`src/design/float_to_int8_affine_quantizer_defines.svh`:
```
// Assertion macros shared by the quantizer RTL
`ifndef FLOAT_TO_INT8_AFFINE_QUANTIZER_DEFINES_SVH
`define FLOAT_TO_INT8_AFFINE_QUANTIZER_DEFINES_SVH

// same-cycle implication, checked on every clock outside reset
`define F2IQ_ASSERT_IMP(lbl, clk, rst_n, pre, post) \
    lbl: assert property (@(posedge clk) disable iff (!rst_n) (pre) |-> (post)) \
        else $error("quantizer check failed");

// next-cycle implication, checked on every clock outside reset
`define F2IQ_ASSERT_NXT(lbl, clk, rst_n, pre, post) \
    lbl: assert property (@(posedge clk) disable iff (!rst_n) (pre) |=> (post)) \
        else $error("quantizer check failed");

`endif

```
`src/design/f2i8q_pkg.sv`:
```
// Types and constants shared by the quantizer pipeline
package f2i8q_pkg;

    localparam logic [1:0] CFG_SCALE = 2'd0;
    localparam logic [1:0] CFG_ZERO  = 2'd1;
    localparam logic [1:0] CFG_LOW   = 2'd2;
    localparam logic [1:0] CFG_HIGH  = 2'd3;

    localparam logic [31:0] SCALE_RESET = 32'h3F80_0000;

    typedef struct packed {
        logic [31:0]        scale;
        logic signed [7:0]  zero;
        logic signed [7:0]  low;
        logic signed [7:0]  high;
    } t_cfg;

    // raw product: value = mant * 2^exp
    typedef struct packed {
        logic               nan;
        logic               inf;
        logic               zero;
        logic               sign;
        logic signed [10:0] exp;
        logic [47:0]        mant;
    } t_prod;

    // leading one located: exp is the weight of the leading bit
    typedef struct packed {
        logic               nan;
        logic               inf;
        logic               zero;
        logic               sign;
        logic signed [10:0] exp;
        logic [5:0]         shamt;
        logic [47:0]        mant;
    } t_lead;

    // fp32 product: value = sig * 2^(exp-23), sig[23] set
    typedef struct packed {
        logic               nan;
        logic               inf;
        logic               zero;
        logic               sign;
        logic signed [10:0] exp;
        logic [23:0]        sig;
    } t_fp;

    // integer magnitude after rounding
    typedef struct packed {
        logic       sat;
        logic       sign;
        logic [9:0] mag;
    } t_int;

endpackage

```
`src/design/f2i8q_cfg.sv`:
```
// Configuration register file
module f2i8q_cfg (
    input  logic              i_clk,
    input  logic              i_rst_n,
    input  logic              i_cfg_valid,
    output logic              o_cfg_ready,
    input  logic [1:0]        i_cfg_index,
    input  logic [31:0]       i_cfg_data,
    output f2i8q_pkg::t_cfg   o_cfg
);
    import f2i8q_pkg::*;

    t_cfg r_cfg;

    always_ff @(posedge i_clk) begin
        if (!i_rst_n) begin
            r_cfg.scale <= SCALE_RESET;
            r_cfg.zero  <= 8'sd0;
            r_cfg.low   <= -8'sd128;
            r_cfg.high  <= 8'sd127;
        end else if (i_cfg_valid) begin
            unique case (i_cfg_index)
                CFG_SCALE: r_cfg.scale <= i_cfg_data;
                CFG_ZERO:  r_cfg.zero  <= i_cfg_data[7:0];
                CFG_LOW:   r_cfg.low   <= i_cfg_data[7:0];
                CFG_HIGH:  r_cfg.high  <= i_cfg_data[7:0];
                default:   r_cfg.scale <= r_cfg.scale;
            endcase
        end
    end

    assign o_cfg_ready = 1'b1;
    assign o_cfg       = r_cfg;
endmodule

```
`src/design/f2i8q_mul.sv`:
```
// Stage 1: unpack both operands and multiply the significands
module f2i8q_mul (
    input  logic              i_clk,
    input  logic              i_rst_n,
    input  logic              i_adv,
    input  logic              i_valid,
    input  logic [31:0]       i_sample,
    input  logic [31:0]       i_scale,
    output logic              o_valid,
    output f2i8q_pkg::t_prod  o_prod
);
    import f2i8q_pkg::*;

    logic        r_valid;
    t_prod       r_prod;
    t_prod       n_prod;
    logic [7:0]  ex, es;
    logic [22:0] fx, fs;
    logic        nanx, nans, infx, infs, zerx, zers;
    logic signed [10:0] eux, eus;

    always_comb begin
        ex   = i_sample[30:23];
        fx   = i_sample[22:0];
        es   = i_scale[30:23];
        fs   = i_scale[22:0];
        nanx = (ex == 8'hFF) && (fx != 23'd0);
        nans = (es == 8'hFF) && (fs != 23'd0);
        infx = (ex == 8'hFF) && (fx == 23'd0);
        infs = (es == 8'hFF) && (fs == 23'd0);
        zerx = (ex == 8'd0) && (fx == 23'd0);
        zers = (es == 8'd0) && (fs == 23'd0);
        // subnormals carry the minimum exponent with no hidden bit
        eux  = (ex == 8'd0) ? -11'sd126 : $signed({3'b000, ex}) - 11'sd127;
        eus  = (es == 8'd0) ? -11'sd126 : $signed({3'b000, es}) - 11'sd127;

        n_prod.nan  = nanx | nans | (infx & zers) | (infs & zerx);
        n_prod.inf  = (infx | infs) & ~n_prod.nan;
        n_prod.zero = zerx | zers;
        n_prod.sign = i_sample[31] ^ i_scale[31];
        n_prod.exp  = eux + eus - 11'sd46;
        n_prod.mant = {(ex != 8'd0), fx} * {(es != 8'd0), fs};
    end

    always_ff @(posedge i_clk) begin
        if (!i_rst_n) begin
            r_valid <= 1'b0;
        end else if (i_adv) begin
            r_valid <= i_valid;
        end
    end

    always_ff @(posedge i_clk) begin
        if (i_adv) begin
            r_prod <= n_prod;
        end
    end

    assign o_valid = r_valid;
    assign o_prod  = r_prod;
endmodule

```
`src/design/f2i8q_norm.sv`:
```
// Stages 2 and 3: find the leading one, normalize and round to fp32
module f2i8q_norm (
    input  logic              i_clk,
    input  logic              i_rst_n,
    input  logic              i_adv,
    input  logic              i_valid,
    input  f2i8q_pkg::t_prod  i_prod,
    output logic              o_valid,
    output f2i8q_pkg::t_fp    o_fp
);
    import f2i8q_pkg::*;

    logic        r_valid_a, r_valid_b;
    t_lead       r_lead, n_lead;
    t_fp         r_fp, n_fp;
    logic [5:0]  lead;
    logic [47:0] norm;
    logic        up;
    logic [24:0] rsum;

    always_comb begin
        lead = 6'd0;
        for (int i = 0; i < 48; i++) begin
            if (i_prod.mant[i]) begin
                lead = 6'(i);
            end
        end
        n_lead.nan   = i_prod.nan;
        n_lead.inf   = i_prod.inf;
        n_lead.zero  = i_prod.zero;
        n_lead.sign  = i_prod.sign;
        n_lead.exp   = i_prod.exp + $signed({5'b00000, lead});
        n_lead.shamt = 6'd47 - lead;
        n_lead.mant  = i_prod.mant;
    end

    always_comb begin
        norm = r_lead.mant << r_lead.shamt;
        // round to 24 significant bits, nearest even
        up   = norm[23] & ((|norm[22:0]) | norm[24]);
        rsum = {1'b0, norm[47:24]} + {24'd0, up};
        n_fp.nan  = r_lead.nan;
        n_fp.inf  = r_lead.inf;
        n_fp.zero = r_lead.zero;
        n_fp.sign = r_lead.sign;
        if (rsum[24]) begin
            n_fp.sig = 24'h80_0000;
            n_fp.exp = r_lead.exp + 11'sd1;
        end else begin
            n_fp.sig = rsum[23:0];
            n_fp.exp = r_lead.exp;
        end
    end

    always_ff @(posedge i_clk) begin
        if (!i_rst_n) begin
            r_valid_a <= 1'b0;
            r_valid_b <= 1'b0;
        end else if (i_adv) begin
            r_valid_a <= i_valid;
            r_valid_b <= r_valid_a;
        end
    end

    always_ff @(posedge i_clk) begin
        if (i_adv) begin
            r_lead <= n_lead;
            r_fp   <= n_fp;
        end
    end

    assign o_valid = r_valid_b;
    assign o_fp    = r_fp;
endmodule

```
`src/design/f2i8q_round.sv`:
```
// Stages 4 and 5: round to integer, add the zero point and clamp
module f2i8q_round (
    input  logic              i_clk,
    input  logic              i_rst_n,
    input  logic              i_adv,
    input  logic              i_valid,
    input  f2i8q_pkg::t_fp    i_fp,
    input  f2i8q_pkg::t_cfg   i_cfg,
    output logic              o_valid,
    output logic [7:0]        o_code
);
    import f2i8q_pkg::*;

    logic               r_valid_a, r_valid_b;
    t_int               r_int, n_int;
    logic [7:0]         r_code, n_code;
    logic               tiny, big;
    logic signed [10:0] kexp;
    logic [34:0]        fix;
    logic               up;
    logic signed [11:0] rv, q, qlo;

    always_comb begin
        tiny = (i_fp.exp < -11'sd2) | i_fp.zero | i_fp.nan;
        big  = (i_fp.exp > 11'sd9) | ((i_fp.exp == 11'sd9) && (i_fp.sig[22:0] != 23'd0));
        kexp = i_fp.exp + 11'sd2;
        // 25 fraction bits after the shift
        fix  = {11'd0, i_fp.sig} << kexp[3:0];
        up   = fix[24] & ((|fix[23:0]) | fix[25]);
        n_int.sat  = (big | i_fp.inf) & ~i_fp.nan;
        n_int.sign = i_fp.sign;
        n_int.mag  = tiny ? 10'd0 : fix[34:25] + {9'd0, up};
    end

    always_comb begin
        if (r_int.sat) begin
            rv = r_int.sign ? -12'sd1000 : 12'sd1000;
        end else begin
            rv = r_int.sign ? -$signed({2'b00, r_int.mag}) : $signed({2'b00, r_int.mag});
        end
        q   = rv + 12'(i_cfg.zero);
        // low bound first, then high bound
        qlo = (q < 12'(i_cfg.low)) ? 12'(i_cfg.low) : q;
        n_code = (qlo > 12'(i_cfg.high)) ? i_cfg.high : qlo[7:0];
    end

    always_ff @(posedge i_clk) begin
        if (!i_rst_n) begin
            r_valid_a <= 1'b0;
            r_valid_b <= 1'b0;
        end else if (i_adv) begin
            r_valid_a <= i_valid;
            r_valid_b <= r_valid_a;
        end
    end

    always_ff @(posedge i_clk) begin
        if (i_adv) begin
            r_int  <= n_int;
            r_code <= n_code;
        end
    end

    assign o_valid = r_valid_b;
    assign o_code  = r_code;
endmodule

```
`src/design/float_to_int8_affine_quantizer.sv`:
```
// Top level of the fp32 to int8 affine quantizer
//
// Input channel: i_valid / o_ready carry one fp32 word in i_sample_bits.
// Output channel: o_valid / i_ready carry one int8 word in o_quantized_code.
// Config channel: i_cfg_valid / o_cfg_ready write i_cfg_data into register
// i_cfg_index (0 reciprocal scale, 1 zero point, 2 low clamp, 3 high clamp);
// o_cfg_ready is always high. Write config only while the pipeline is empty.
// Throughput is one fp32 word per cycle unless the output stalls. The depth
// is set by five register stages: multiply, leading-one search, normalize
// and fp32 round, integer round, clamp.
// Reset empties the pipeline and loads scale 1.0, zero point 0, clamps
// -128 and 127. When the receiver holds i_ready low with a result waiting,
// every stage holds and o_ready drops; nothing is dropped or repeated.
module float_to_int8_affine_quantizer (
    input  logic        i_clk,
    input  logic        i_rst_n,
    input  logic        i_valid,
    output logic        o_ready,
    input  logic [31:0] i_sample_bits,
    output logic        o_valid,
    input  logic        i_ready,
    output logic [7:0]  o_quantized_code,
    input  logic        i_cfg_valid,
    output logic        o_cfg_ready,
    input  logic [1:0]  i_cfg_index,
    input  logic [31:0] i_cfg_data
);
    import f2i8q_pkg::*;
    `include "float_to_int8_affine_quantizer_defines.svh"

    t_cfg  cfg;
    t_prod prod;
    t_fp   fp;
    logic  adv;
    logic  v1, v3;

    // advance the whole pipeline unless the output word is stuck
    assign adv     = ~o_valid | i_ready;
    assign o_ready = adv;

    f2i8q_cfg u_cfg (
        .i_clk       (i_clk),
        .i_rst_n     (i_rst_n),
        .i_cfg_valid (i_cfg_valid),
        .o_cfg_ready (o_cfg_ready),
        .i_cfg_index (i_cfg_index),
        .i_cfg_data  (i_cfg_data),
        .o_cfg       (cfg)
    );

    f2i8q_mul u_mul (
        .i_clk    (i_clk),
        .i_rst_n  (i_rst_n),
        .i_adv    (adv),
        .i_valid  (i_valid),
        .i_sample (i_sample_bits),
        .i_scale  (cfg.scale),
        .o_valid  (v1),
        .o_prod   (prod)
    );

    f2i8q_norm u_norm (
        .i_clk   (i_clk),
        .i_rst_n (i_rst_n),
        .i_adv   (adv),
        .i_valid (v1),
        .i_prod  (prod),
        .o_valid (v3),
        .o_fp    (fp)
    );

    f2i8q_round u_round (
        .i_clk   (i_clk),
        .i_rst_n (i_rst_n),
        .i_adv   (adv),
        .i_valid (v3),
        .i_fp    (fp),
        .i_cfg   (cfg),
        .o_valid (o_valid),
        .o_code  (o_quantized_code)
    );

    `F2IQ_ASSERT_IMP(a_stall_blocks_input, i_clk, i_rst_n, o_valid && !i_ready, !o_ready)
    `F2IQ_ASSERT_NXT(a_accept_enters, i_clk, i_rst_n, i_valid && o_ready, v1)
    `F2IQ_ASSERT_IMP(a_code_in_bounds, i_clk, i_rst_n, o_valid && (cfg.low <= cfg.high), ($signed(o_quantized_code) >= cfg.low) && ($signed(o_quantized_code) <= cfg.high))
endmodule
```
`config.mk`:
```
export PLATFORM = sky130hd
export DESIGN_NAME = float_to_int8_affine_quantizer
export DESIGN_NICKNAME = d
export VERILOG_FILES = /design/src/design/f2i8q_pkg.sv /design/src/design/f2i8q_cfg.sv /design/src/design/f2i8q_mul.sv /design/src/design/f2i8q_norm.sv /design/src/design/f2i8q_round.sv /design/src/design/float_to_int8_affine_quantizer.sv
export VERILOG_INCLUDE_DIRS = /design/src /design/src/design
export SDC_FILE = /design/constraint.sdc
export NUM_CORES = 2
export LEC_CHECK = 0
export ABC_AREA = 1
export BUFFER_PORTS_ARGS = -buffer_cell sky130_fd_sc_hd__buf_2
export CAP_MARGIN = 30
export CORE_MARGIN = 2
export CORE_UTILIZATION = 65
export CTS_BUF_LIST = sky130_fd_sc_hd__clkbuf_2 sky130_fd_sc_hd__clkbuf_4 sky130_fd_sc_hd__clkbuf_8
export CTS_CLUSTER_DIAMETER = 30
export DETAILED_ROUTE_END_ITERATION = 16
export MAX_ROUTING_LAYER = met4
export PLACE_DENSITY = 0.82
export SETUP_SLACK_MARGIN = 0.5
export SLEW_MARGIN = 10
export SYNTH_ARGS = -nofsm -noshare
export SYNTH_HDL_FRONTEND = slang
export SYNTH_SLANG_ARGS = --single-unit
```
`constraint.sdc`:
```
create_clock -name i_clk -period 9.7 [get_ports i_clk]
set_input_delay 1.455 -clock i_clk [delete_from_list [all_inputs] [get_ports i_clk]]
set_output_delay 1.455 -clock i_clk [all_outputs]
set_load 0.01 [all_outputs]
```
==> metrics.txt <==
Clock Skew=27.9 ps; Mapped Nets=5132; Die Span X=235 um; H-Tree Depth=2; max_slew headroom=35.3%; Internal=4610 uW; Synth Flop Type=edfxtp_1; critical path peak fanout=25; Worst EP arrival=8500 ps; Crit path required time=10090 ps; Layout fillers=4072; Tmin final=8110 ps; peak per-stage delay on the critical path=600 ps; cts bufs inserted=55; worst slew pin tran=964 ps; Post-Place Worst Slack=1130 ps; commonest non-fill, non-tap cell in the layout=nand2_1; crit path from=i_sample_bits[7]; worst min path class=reg -> reg; FP Rows=84; Netlist cell types=68; Detail Placement HPWL=67000 um; Pre-antenna DRT Iters=7; R2R Setup Slk=2010 ps; final std cells w/o fill=5041; Slowest-stage cell, CP=buf_2; worst vdd ir=0.000202 V; Power Dens Cells=246 nW/um2; Synth warnings=0; worst-case clock buffer depth=3; Routability Congestion=0.960; TNS Setup=0 ps; Min Hold Slack=415 ps; pin count of the biggest net entering global routing=70; number of enable flip-flop cells after synthesis=191; vias in the first global route=28400; layout cell share with drive strength beyond 1=6.90%; io pins=82; Clk pin slew, worst setup/hold paths=60 ps; full die area=55100 um2; endpoints failing hold=0; unrepaired setup endpoints after global routing=no; Initial Util=65.8%; Critical Setup Path Class=in -> reg; worst skew pair latency=660 ps; Setup-failing EPs final=0; #FFs+latches synth=252; WL per Instance=17.7 um; r2r startpoint=u_cfg.o_cfg[47]$_SDFFE_PN1P_; CP Launch Type=input pin; TritonCTS clock tree=yes; GRT Overall Usage=33.7%; Comb power frac=61.6%; Port Buf Inserts=80; Syn Inst Count=4333; most frequent cells in the layout=nand2_1, inv_1, fa_1, ha_1, nor2_1; Core ar.=52600 um2; outcome=completed; syn avg cell area=7.98 um2; Post-CTS Setup Bufs=0; CTS Sinks=252; async set or reset register ratio after synthesis=0%; CP most frequent cell=fa_1; Worst Hold Launch=u_mul.o_prod[0]$_DFFE_PP_; sequential share of power=22.5%; Final nets=5102; Iteration-0 DRC Markers=2669; fmax=123 MHz; die height=235 um; Via density=5.63; register area share after synthesis=20.1%; Final Max Slew Viols=0; Max-Cap Viols=0; switching power=4400 uW; global-route wire length before repair=144000 um; DRC viols=0; sw frac=48.8%; Critical Path End Type=flop; global route total overflow=0; Clock Root Buffer=clkbuf_8; Leak=0.0194 uW; clock network fraction of total power=15.9%; final period utilization=83.6%; initial antenna violation count=3; antenna-violating nets left=0; post-route worst setup slack=1590 ps; hold_buf cts=0; Total Wirelength=89200 um; Layout area overhead=6.07%; DR vias=28400; Cell Area, Synth=34600 um2; Placed Cells=4932; PostCTS Resize Cnt=0
## critical path: cells and delay by family
family | cells | cell delay (ps)
buf+inv | 6 | 870
simple gates | 9 | 760
fa+ha+maj | 8 | 3570
xor+xnor | 1 | 160
compound gates | 9 | 1640
## path summary, 6_finish.rpt
check                                             endpoint  cells past startpoint
worst min register to register  u_norm.r_lead[0]$_DFFE_PP_                      0
worst max register to register  u_mul.o_prod[47]$_DFFE_PP_                     29
worst min-delay path            u_norm.r_lead[0]$_DFFE_PP_                      0
worst max-delay path            u_mul.o_prod[46]$_DFFE_PP_                     33
## layer usage
layer	wire, um	GRT usage (%)	up-vias
met5	0	-	-
met2	42300	53.5	1448
li1	-	-	13100
met3	8830	6.57	341
met4	4990	16.9	0
met1	33100	41.3	13500
## cell type report
class / instances / area, um2 / area share [%]
tap: 688 / 861 / 2.35
inverter: 1013 / 3820 / 10.4
multi-input combinational: 2856 / 22900 / 62.4
clock inverter: 41 / 558 / 1.52
sequential: 252 / 6960 / 19.0
clock buffer: 63 / 817 / 2.23
antenna: 3 / 7.51 / 0.0205
timing repair buffer: 125 / 763 / 2.08
## cells in the mapped netlist, types with 4 or more instances
library cell	count	area (um2)
a21o_1	6	45.0
a21oi_1	136	681
a21oi_2	9	78.8
a31oi_1	16	100
buf_1	6	22.5
buf_2	17	85.1
buf_4	6	45.0
buf_6	11	124
clkbuf_1	171	642
clkinv_1	5	18.8
dfxtp_1	61	1220
edfxtp_1	191	5740
fa_1	485	9710
ha_1	243	3040
inv_1	999	3750
inv_2	7	26.3
mux2i_1	27	270
nand2_1	1028	3860
nand2_2	15	93.8
nand3_1	104	521
nand4_1	26	163
nor2_1	241	905
nor2_2	4	25.0
nor3_1	39	195
nor4_1	20	125
o211ai_1	28	210
o21a_1	6	45.0
o21ai_0	195	976
o21ai_1	41	205
o21ai_2	10	87.6
o221ai_1	4	35.0
or2_1	5	31.3
or2_2	9	56.3
xnor2_1	24	210
xor2_1	80	701
## kinds of logic (layout without fill, tap and decap cells)
logic type / Yosys count / count (layout) / share of synthesized area [%]
buffers and inverters: 1225 / 1242 / 13.7
DFF: 252 / 252 / 20.1
adders and majority gates: 728 / 728 / 36.9
and+or+nand+nor: 1515 / 1515 / 18.0
other: 1 / 4 / 0.0108
muxes: 27 / 27 / 0.782
AOI/OAI and AO/OA: 481 / 481 / 7.91
xor gates and xnor gates: 104 / 104 / 2.63
## metrics by stage
stage	util, %	cell area, um2	total power [uW]
2_1_floorplan	-	34600	6040
3_3_place_gp	67.1	35300	7310
3_5_place_dp	67.1	35300	7470
4_1_cts	69.7	36600	8960
5_1_grt	69.8	36700	9800
6_report	69.8	36700	9010
## flip-flops by register name, summed over array words and instances, names as in the netlist
register / cells
u_norm.r_lead: 65
u_mul.o_prod: 63
u_cfg.o_cfg: 56
u_norm.o_fp: 39
u_round.r_int: 12
u_round.o_code: 8
u_norm.n_fp: 4
u_mul.o_valid: 1
u_norm.o_valid: 1
u_norm.r_valid_a: 1
u_round.o_valid: 1
u_round.r_valid_a: 1
## power groups by stage
stage	logic [uW]	registers [uW]	clock network [uW]
floorplan	4090	1950	0
detailed placement	5430	2040	0
global route	6230	2070	1500
global placement	5280	2030	0
CTS	5490	2020	1450
finish	5550	2030	1430
Power figures use the tool's default switching activity.
